## src/rtl/ppt_pkg.sv

```systemverilog
// shared types and constants for the pairwise preference tally
// no dependencies; imported by every rtl module of the block

package ppt_pkg;

	localparam int CANDIDATES  = 8;
	localparam int COUNT_WIDTH = 16;

	// fixed field widths
	localparam int IDX_W      = 3;
	localparam int CCOUNT_W   = 4;
	localparam int OUT_CNT_W  = 16;
	localparam int IN_DATA_W  = 16;
	localparam int OUT_DATA_W = 24;

	localparam logic [CCOUNT_W-1:0] CC_MIN   = CCOUNT_W'(2);
	localparam logic [CCOUNT_W-1:0] CC_MAX   = CCOUNT_W'(CANDIDATES);
	localparam logic [CCOUNT_W-1:0] CC_RESET = CCOUNT_W'((CANDIDATES < 8) ? CANDIDATES : 8);

	typedef enum logic [1:0] {
		CMD_BALLOT = 2'd0,
		CMD_READ   = 2'd1,
		CMD_CLEAR  = 2'd2,
		CMD_NOP    = 2'd3
	} cmd_t;

	typedef enum logic [1:0] {
		ST_OK     = 2'd0,
		ST_INDEX  = 2'd1,
		ST_REPEAT = 2'd2,
		ST_LENGTH = 2'd3
	} status_t;

	// update request from the command decoder to the counter matrix
	typedef struct packed {
		logic                  clear;
		logic                  inc_en;
		logic [CANDIDATES-1:0] inc_rows;
		logic [IDX_W-1:0]      inc_col;
	} mat_ctl_t;

endpackage

```

## src/rtl/ppt_matrix.sv

```systemverilog
// matrix of saturating preference counters with a per-column parallel increment
// depends on ppt_pkg

module ppt_matrix (
	input  logic                           clk,
	input  logic                           arst_n,
	input  ppt_pkg::mat_ctl_t              ctl,
	input  logic [ppt_pkg::IDX_W-1:0]      rd_row,
	input  logic [ppt_pkg::IDX_W-1:0]      rd_col,
	output logic [ppt_pkg::COUNT_WIDTH-1:0] rd_data
);
	import ppt_pkg::*;

	localparam logic [COUNT_WIDTH-1:0] CNT_MAX = '1;

	logic [COUNT_WIDTH-1:0] cell_q [CANDIDATES][CANDIDATES];

	for (genvar p = 0; p < CANDIDATES; p++) begin : g_row
		for (genvar c = 0; c < CANDIDATES; c++) begin : g_col
			logic hit;
			assign hit = ctl.inc_en && ctl.inc_rows[p] && (ctl.inc_col == IDX_W'(c));

			always_ff @(posedge clk or negedge arst_n) begin
				if (!arst_n) begin
					cell_q[p][c] <= '0;
				end else if (ctl.clear) begin
					cell_q[p][c] <= '0;
				end else if (hit && (cell_q[p][c] != CNT_MAX)) begin
					cell_q[p][c] <= cell_q[p][c] + COUNT_WIDTH'(1);
				end
			end
		end
	end

	assign rd_data = cell_q[rd_row][rd_col];

endmodule

```

## src/rtl/ppt_ctrl.sv

```systemverilog
// command decode, open-ballot tracking and status for one item
// depends on ppt_pkg

module ppt_ctrl (
	input  logic                         clk,
	input  logic                         arst_n,
	input  logic                         exec,
	input  ppt_pkg::cmd_t                cmd,
	input  logic [ppt_pkg::IDX_W-1:0]    cand,
	input  logic                         last,
	input  logic [ppt_pkg::IDX_W-1:0]    row,
	input  logic [ppt_pkg::IDX_W-1:0]    col,
	input  logic [ppt_pkg::CCOUNT_W-1:0] cand_count,
	output ppt_pkg::mat_ctl_t            mctl,
	output ppt_pkg::status_t             status,
	output logic                         rd_ok
);
	import ppt_pkg::*;

	logic [CANDIDATES-1:0] mask_q, mask_d;
	logic [CCOUNT_W-1:0]   pos_q, pos_d;
	logic                  cand_bad, cand_rep, cand_ok;

	assign cand_bad = CCOUNT_W'(cand) >= cand_count;
	assign cand_rep = mask_q[cand];
	assign cand_ok  = !cand_bad && !cand_rep;

	always_comb begin
		mask_d        = mask_q;
		pos_d         = pos_q;
		status        = ST_OK;
		rd_ok         = 1'b0;
		mctl.clear    = 1'b0;
		mctl.inc_en   = 1'b0;
		mctl.inc_rows = mask_q;
		mctl.inc_col  = cand;
		unique case (cmd)
			CMD_BALLOT: begin
				if (cand_bad) begin
					status = ST_INDEX;
				end else if (cand_rep) begin
					status = ST_REPEAT;
				end else begin
					mctl.inc_en = exec;
					mask_d      = mask_q | (CANDIDATES'(1) << cand);
					pos_d       = pos_q + CCOUNT_W'(1);
				end
				// the last element always closes the ballot, even when ignored
				if (last) begin
					if (cand_ok && (pos_d != cand_count)) begin
						status = ST_LENGTH;
					end
					mask_d = '0;
					pos_d  = '0;
				end
			end
			CMD_READ: begin
				if ((CCOUNT_W'(row) >= cand_count) || (CCOUNT_W'(col) >= cand_count)) begin
					status = ST_INDEX;
				end else begin
					rd_ok = 1'b1;
				end
			end
			CMD_CLEAR: begin
				mctl.clear = exec;
				mask_d     = '0;
				pos_d      = '0;
			end
			CMD_NOP: begin
			end
			default: begin
			end
		endcase
	end

	always_ff @(posedge clk or negedge arst_n) begin
		if (!arst_n) begin
			mask_q <= '0;
			pos_q  <= '0;
		end else if (exec) begin
			mask_q <= mask_d;
			pos_q  <= pos_d;
		end
	end

endmodule

```

## src/rtl/pairwise_preference_tally.sv

```systemverilog
// pairwise preference tally: ranked ballots into a saturating pairwise count matrix
// an accepted item is held in the input register, and its result is then held in the result register
// throughput: one item per cycle while m_tready does not hold back a result
// reset clears the counter matrix and the open ballot, candidate_count returns to 8
// depends on ppt_pkg, ppt_ctrl and ppt_matrix

module pairwise_preference_tally (
	input  logic                             clk,
	input  logic                             arst_n,
	input  logic                             cfg_we,
	input  logic [ppt_pkg::CCOUNT_W-1:0]     cfg_data,   // candidate_count
	input  logic                             s_tvalid,
	output logic                             s_tready,
	input  logic [ppt_pkg::IN_DATA_W-1:0]    s_tdata,    // cmd, candidate, row, col, zero pad
	input  logic                             s_tlast,    // last_of_ballot
	output logic                             m_tvalid,
	input  logic                             m_tready,
	output logic [ppt_pkg::OUT_DATA_W-1:0]   m_tdata     // count, status, zero pad
);
	import ppt_pkg::*;

	logic                  valid_s1;
	cmd_t                  cmd_s1;
	logic [IDX_W-1:0]      cand_s1, row_s1, col_s1;
	logic                  last_s1;

	logic [CCOUNT_W-1:0]   cc_q;
	logic                  out_valid_q;
	logic [OUT_CNT_W-1:0]  out_count_q;
	status_t               out_status_q;

	logic                  out_free, exec;
	mat_ctl_t              mctl;
	status_t               status;
	logic                  rd_ok;
	logic [COUNT_WIDTH-1:0] rd_data;

	assign out_free = !out_valid_q || m_tready;
	assign exec     = valid_s1 && out_free;
	assign s_tready = !valid_s1 || out_free;

	// clamp the register into the legal candidate range
	always_ff @(posedge clk or negedge arst_n) begin
		if (!arst_n) begin
			cc_q <= CC_RESET;
		end else if (cfg_we) begin
			if (cfg_data > CC_MAX) begin
				cc_q <= CC_MAX;
			end else if (cfg_data < CC_MIN) begin
				cc_q <= CC_MIN;
			end else begin
				cc_q <= cfg_data;
			end
		end
	end

	always_ff @(posedge clk or negedge arst_n) begin
		if (!arst_n) begin
			valid_s1 <= 1'b0;
		end else if (s_tready) begin
			valid_s1 <= s_tvalid;
		end
	end

	always_ff @(posedge clk) begin
		if (s_tready && s_tvalid) begin
			cmd_s1  <= cmd_t'(s_tdata[1:0]);
			cand_s1 <= s_tdata[4:2];
			row_s1  <= s_tdata[7:5];
			col_s1  <= s_tdata[10:8];
			last_s1 <= s_tlast;
		end
	end

	ppt_ctrl u_ctrl (
		.clk        (clk),
		.arst_n     (arst_n),
		.exec       (exec),
		.cmd        (cmd_s1),
		.cand       (cand_s1),
		.last       (last_s1),
		.row        (row_s1),
		.col        (col_s1),
		.cand_count (cc_q),
		.mctl       (mctl),
		.status     (status),
		.rd_ok      (rd_ok)
	);

	ppt_matrix u_matrix (
		.clk     (clk),
		.arst_n  (arst_n),
		.ctl     (mctl),
		.rd_row  (row_s1),
		.rd_col  (col_s1),
		.rd_data (rd_data)
	);

	always_ff @(posedge clk or negedge arst_n) begin
		if (!arst_n) begin
			out_valid_q <= 1'b0;
		end else if (out_free) begin
			out_valid_q <= valid_s1;
		end
	end

	always_ff @(posedge clk) begin
		if (exec) begin
			out_count_q  <= rd_ok ? OUT_CNT_W'(rd_data) : '0;
			out_status_q <= status;
		end
	end

	assign m_tvalid = out_valid_q;
	assign m_tdata  = {6'b0, out_status_q, out_count_q};

	// the register never leaves its legal range
	a_cc_range: assert property (@(posedge clk) disable iff (!arst_n)
		(cc_q >= CC_MIN) && (cc_q <= CC_MAX))
		else $error("candidate_count out of range");

	// an executed item always shows up as a result on the next cycle
	a_exec_result: assert property (@(posedge clk) disable iff (!arst_n)
		exec |=> m_tvalid)
		else $error("executed item produced no result");

	// input stalls only while an item waits in the input register
	a_stall_cause: assert property (@(posedge clk) disable iff (!arst_n)
		!s_tready |-> (valid_s1 && out_valid_q && !m_tready))
		else $error("input stalled without a pending item");

	// counts move only for a fresh candidate, never on a bad or repeated one
	a_inc_status: assert property (@(posedge clk) disable iff (!arst_n)
		mctl.inc_en |-> ((status == ST_OK) || (status == ST_LENGTH)))
		else $error("increment with error status");

	// a clear and an increment never happen together
	a_clear_inc: assert property (@(posedge clk) disable iff (!arst_n)
		mctl.clear |-> !mctl.inc_en)
		else $error("clear and increment in the same cycle");

endmodule
```

## config.mk

```make
export PLATFORM = sky130hd
export DESIGN_NAME = pairwise_preference_tally
export DESIGN_NICKNAME = d
export VERILOG_FILES = /design/src/rtl/ppt_pkg.sv /design/src/rtl/ppt_matrix.sv /design/src/rtl/ppt_ctrl.sv /design/src/rtl/pairwise_preference_tally.sv
export SDC_FILE = /design/constraint.sdc
export NUM_CORES = 2
export LEC_CHECK = 0
export BUFFER_PORTS_ARGS = -buffer_cell sky130_fd_sc_hd__clkbuf_2
export CAP_MARGIN = 10
export CORE_MARGIN = 5
export CORE_UTILIZATION = 29
export CTS_BUF_LIST = sky130_fd_sc_hd__clkbuf_4 sky130_fd_sc_hd__clkbuf_8
export DETAILED_ROUTE_END_ITERATION = 10
export GPL_ROUTABILITY_DRIVEN = 0
export GPL_TIMING_DRIVEN = 0
export PLACE_DENSITY_LB_ADDON = 0.15
export RECOVER_POWER = 100
export SETUP_SLACK_MARGIN = 0.02
export SYNTH_ARGS = -nofsm -noshare
export SYNTH_HDL_FRONTEND = slang
export SYNTH_SLANG_ARGS = --single-unit
```

## constraint.sdc

```tcl
create_clock -name clk -period 5.8 [get_ports clk]
set_input_delay 0.87 -clock clk [delete_from_list [all_inputs] [get_ports clk]]
set_output_delay 0.87 -clock clk [all_outputs]
set_load 0.05 [all_outputs]
```

# Word-level counts from Yosys, hierarchy flattened
# Cells that the tools add are included.
# totals
ff_bits	1072
elab_cells	604
in_bits	26
out_inout_bits	26
# op_classes
n_eq_ne	76
n_shift	1
n_bitwise	3
n_reduce_logical	216
mux	159
n_lt_le_gt_ge	8
addsub	65
# op_table
cell	count
$mux 16	130
$add 16x1->16 const B	64
$ne 16x16->1 const B	64
$bmux 128 s3	1
$mux 128	2
$logic_and 1x1->1	140
$reduce_bool 2->1	65
$bmux 16 s3	1
$mux 4	6
$mux 8	3
$pmux 8 s2	1
$eq 3x3->1 const B	4
$ge 3x4->1	3
$ge 4x4->1 const B	2
$mux 1	8
$mux 2	4
$not 3->4	2
$or 8x8->8	1
$pmux 4 s2	1
$shl 1x3->8 const A	1
$eq 3x2->1 const B	2
$ne 3x3->1 const B	2
$add 4x1->4 const B	1
$gt 4x4->1 const B	1
other kinds (14)	19

# Logic depth before layout (Yosys ltp)
# logic_depth
depth_word	11
depth_mapped	13
mapped_depth_nobuf	8

# Cells and area by module
# From an unflattened synthesis, not the netlist that was laid out.
# hier_totals
hier_cells	6663
area_unflattened_um2	65233.8
# by_module_without_submodules
mod	seq_area_each_um2	cells_per_inst	n_inst	area_per_inst_um2
ppt_matrix	25624.6	6463	1	62790.2
pairwise_preference_tally	1052.3	78	1	1326.3
ppt_ctrl	300.3	122	1	1117.3

# Worst setup path after synthesis
# Ideal clock, no wire load.
# synth_timing
path_type	input-to-reg
start	input m_tready
end	register u_matrix.cell_q[204] in the netlist's numbering
setup_time_ns	0.083
required_time_ns	5.717
path_buffers	1
slack_ns	2.789
arrival_ns	2.928
stages	7
cell_sequence	nand2b_1 -> clkbuf_1 -> nand4_1 -> or3_1 -> or4_1 -> or4_1 -> o21ai_0
# synth_via
elab_chain_cells	9
elab_cells_between_ends	11
cone_classes	5 x mux; 6 x reduce/logical
# synth_rtl
item	line_no	source
start: declaration	pairwise_preference_tally.sv:17	input logic m_tready,
$logic_or 1x1->1 *	pairwise_preference_tally.sv:38	assign out_free = !out_valid_q || m_tready;
$logic_and 1x1->1 *	pairwise_preference_tally.sv:39	assign exec = valid_s1 && out_free;
$mux 1	ppt_ctrl.sv:41	end else if (cand_rep) begin
$mux 1	ppt_ctrl.sv:39	if (cand_bad) begin
$mux 1	ppt_ctrl.sv:37	unique case (cmd)
$logic_and 1x1->1 (2 in a row)	ppt_matrix.sv:21	assign hit = ctl.inc_en && ctl.inc_rows[p] && (ctl.inc_col == IDX_W'(c));
$logic_and 1x1->1	ppt_matrix.sv:28	end else if (hit && (cell_q[p][c] != CNT_MAX)) begin
$reduce_bool 2->1 (no line)	--	
end signal: indexed assignment	ppt_matrix.sv:29	cell_q[p][c] <= cell_q[p][c] + COUNT_WIDTH'(1);
end: declaration	ppt_matrix.sv:16	logic [COUNT_WIDTH-1:0] cell_q [CANDIDATES][CANDIDATES];
# Every way passes the cells marked *; elsewhere a longest branch is shown, timed or not.
# A chain may end at the register's enable or synchronous reset.

# Worst setup path after layout
# layout_timing
start	register out_valid_q (netlist: m_tvalid)
end	register u_matrix.cell_q[879] in the netlist's numbering
# layout_via
elab_chain_cells	10
elab_cells_between_ends	12
cone_classes	5 x mux; 7 x reduce/logical
# layout_rtl
item	line_no	source
start: declaration	pairwise_preference_tally.sv:28	logic out_valid_q;
start signal: assignment	pairwise_preference_tally.sv:103	out_valid_q <= valid_s1;
$logic_not 1->1 *	pairwise_preference_tally.sv:38	
$logic_or 1x1->1 *	pairwise_preference_tally.sv:38	
$logic_and 1x1->1 *	pairwise_preference_tally.sv:39	
$mux 1	ppt_ctrl.sv:41	
$mux 1	ppt_ctrl.sv:39	
$mux 1	ppt_ctrl.sv:37	
$logic_and 1x1->1 (2 in a row)	ppt_matrix.sv:21	
$logic_and 1x1->1	ppt_matrix.sv:28	
$reduce_bool 2->1 (no line)	--	
# Marked as above.

==> reports/summary.txt <==
CTS tree -> built
Leading area contributor after synthesis -> dfrtp_1
Register area share after synthesis -> 0.431
Die width -> 474 um
DIE HEIGHT -> 474 um
CP max-delay cell -> clkbuf_1
Worst setup slack after layout -> -0.479 ns
CP Cell Sequence -> nor2b_1 -> clkbuf_1 -> nor2_1 -> nand2_1 -> clkbuf_1 -> clkbuf_1 -> clkbuf_1 -> and2_0
Post-route ant nets -> 0
P&R area growth vs syn -> 15.5%
Status -> finished with violations
Grt ovf -> 0
Max-slew headroom -> -1.03
Hold Violations, Final -> 0
Met3 Resource Use GR -> 0.0883
Total die area -> 0.225 mm^2
PD cells -> 256 mW/mm^2
Drc violations -> 0
Final design utilization -> 0.337
Async S/R FF share, synth -> 0.972
Worst skew pair latency -> 1.03 ns
Max Cap Viol -> 13
CTS sink cnt -> 1072
Top post-synthesis cells by area -> dfrtp_1, mux4_2, nand4_1
Initial antenna violation count -> 45
Clock slew at reported path FFs -> 0.06 ns
Share of cells above drive strength 1 -> 0.139
Worst IR Drop VDD -> 0.226 mV
Fin. max-slew vios -> 343
DR iter-0 viols -> 8715
Main synth FF type -> dfrtp_1
Gr busiest metal -> met2
DRT Pass-1 Iters -> 9
Synthesized instance count -> 6369
Number of synthesized flops with an enable pin -> 30
Number of placed cells counting well taps -> 9308
Largest net degree at the start of global routing -> 103
Worst Setup End Kind -> flop
Crit path max fanout -> 12
Initial Utilization -> 0.291
Max Fclk -> 0.159 GHz
Crit path required time -> 6.73 ns
Row Count -> 170
Yosys reg bits -> 1072
CTS buffer count -> 204
First-pass GRT wire length -> 459000 um
Drt wl/cell -> 35.0 um
Distinct cell type count after synthesis -> 90
Count leader, synth -> dfrtp_1
Clk_skew -> 0.0830 ns
H-tree Lvls -> 4
Final wirelength -> 340000 um
Hold WC Path Type -> primary input to flop
GR Util All Layers -> 0.295
Most used cell along the critical path -> clkbuf_1
Detailed placer's ending HPWL -> 253000 um
Placement Setup Slack -> -1.18 ns
IO Count -> 52
Met2 Resource Use GR -> 0.414
Critical Path AT -> 7.21 ns
Root buf cell -> clkbuf_8
Vias -> 59700
Violations in the final reports -> capacitance limit, slew limit, setup timing
Number of setup buffers added after CTS -> 0
Tmin final -> 6.28 ns
CP max stage delay -> 1.45 ns
Pleak -> 29.0 nW
Setup violators final -> 373
Vias in the first global route -> 54500
CTS max path bufs -> 3
CP Class -> flop to flop
Setup TNS -> -59.19 ns
Final clock period utilization by the worst path -> 1.08
Startpoint types -> flop
Via density -> 6.14
Slew @ Worst Pin -> 3.05 ns
Fin cells -> 9726
Count of input and output buffers -> 40
Top post-synthesis cells by count -> dfrtp_1, nor2_1, nand2_1
Core Box Area -> 0.215 mm^2
Mapped Area -> 0.0626 mm^2
WHS -> 0.163 ns
Mean post-synth cell area -> 9.82 um^2
Post-synth top area share -> 0.416
Grt met1 use -> 0.381
Nets -> 6789
Syn. warnings -> 0
[power breakdown]
| group | internal (W) | total (W) | switching [W] |
|---|---|---|---|
| Combinational | 0.000343 | 0.00222 | 0.00188 |
| Sequential | 0.00754 | 0.00759 | 0.0000452 |
| Clock | 0.00496 | 0.00871 | 0.00376 |
[cells in the final DEF, fill, tap and decap left out, types with 232 or more instances in the layout]
master	instances
xor2_1	232
clkbuf_8	269
a21oi_1	350
dfrtp_1	1041
nor2_1	578
or3_1	248
nand2_1	447
o21ai_0	279
nand3_1	351
nand4_1	370
mux4_2	256
clkbuf_1	266
[kinds of logic after synthesis]
group           after synthesis  synth area share
compound gates             1019            0.0990
xor+xnor                    413            0.0581
fa+ha+maj                    66            0.0132
buf+inv                     495            0.0324
flops                      1072             0.431
mux                         405             0.117
other cells                   1         0.0000599
simple gates               2898             0.249
[worst max-delay path, delay by kind of cell (launching register included)]
family | cells | cell delay [ns]
buffers and inverters | 4 | 3.63
flip-flops | 1 | 0.62
AND/OR/NAND/NOR | 4 | 1.88
[final cells by class]
type,count,area (um^2)
Fill cell,22000,142000
Multi-Input combinational cell,4807,33600
Sequential cell,1072,27000
Clock buffer,336,4210
Tap cell,2838,3550
Buffer,386,1670
Timing Repair Buffer,117,1270
Clock inverter,32,435
Inverter,109,414
Antenna cell,29,72.6
[worst paths after layout]
kind,slack [ns],endpoint,startpoint,depth (start not counted)
min,0.16,cc_q[0],cfg_data[0],3
min reg2reg,0.48,u_matrix.cell_q[298],u_matrix.cell_q[298],1
max,-0.48,u_matrix.cell_q[879],m_tvalid,8
max reg2reg,-0.48,u_matrix.cell_q[879],m_tvalid,8
max in group asynchronous,0.99,u_matrix.cell_q[955],arst_n,6
min in group asynchronous,1.46,u_matrix.cell_q[466],arst_n,2
[state kept, by name, summed over array words and instances, names as in the netlist, 3 cells and up]
register,flops
u_matrix.cell_q,1024
out_count_q,16
u_ctrl.mask_q,8
cc_q,4
u_ctrl.pos_q,4
cand_s1,3
col_s1,3
row_s1,3
[routing by layer]
| layer | part of all wire | vias to the layer above |
|---|---|---|
| met1 | 0.39 | 30100 |
| li1 | - | 24600 |
| met3 | 0.11 | 1040 |
| met4 | 0.092 | 10 |
| met5 | 0.00072 | - |
| met2 | 0.41 | 3976 |
[through the flow]
step           power (W)  area [um^2]
6_report          0.0185        72200
5_1_grt           0.0189        72200
4_1_cts           0.0186        72400
3_5_place_dp     0.00984        67600
3_3_place_gp     0.00974        66300
2_1_floorplan    0.00836        62600
[timing repair]
| action | CTS | global route |
|---|---|---|
| hold buffers | 14 | 0 |
| hold endpoints to repair | 58 | 0 |
| endpoints found under the setup margin | 216 | 0 |
| resized for setup | 8 | 0 |
(Power assumes the default switching activity.)
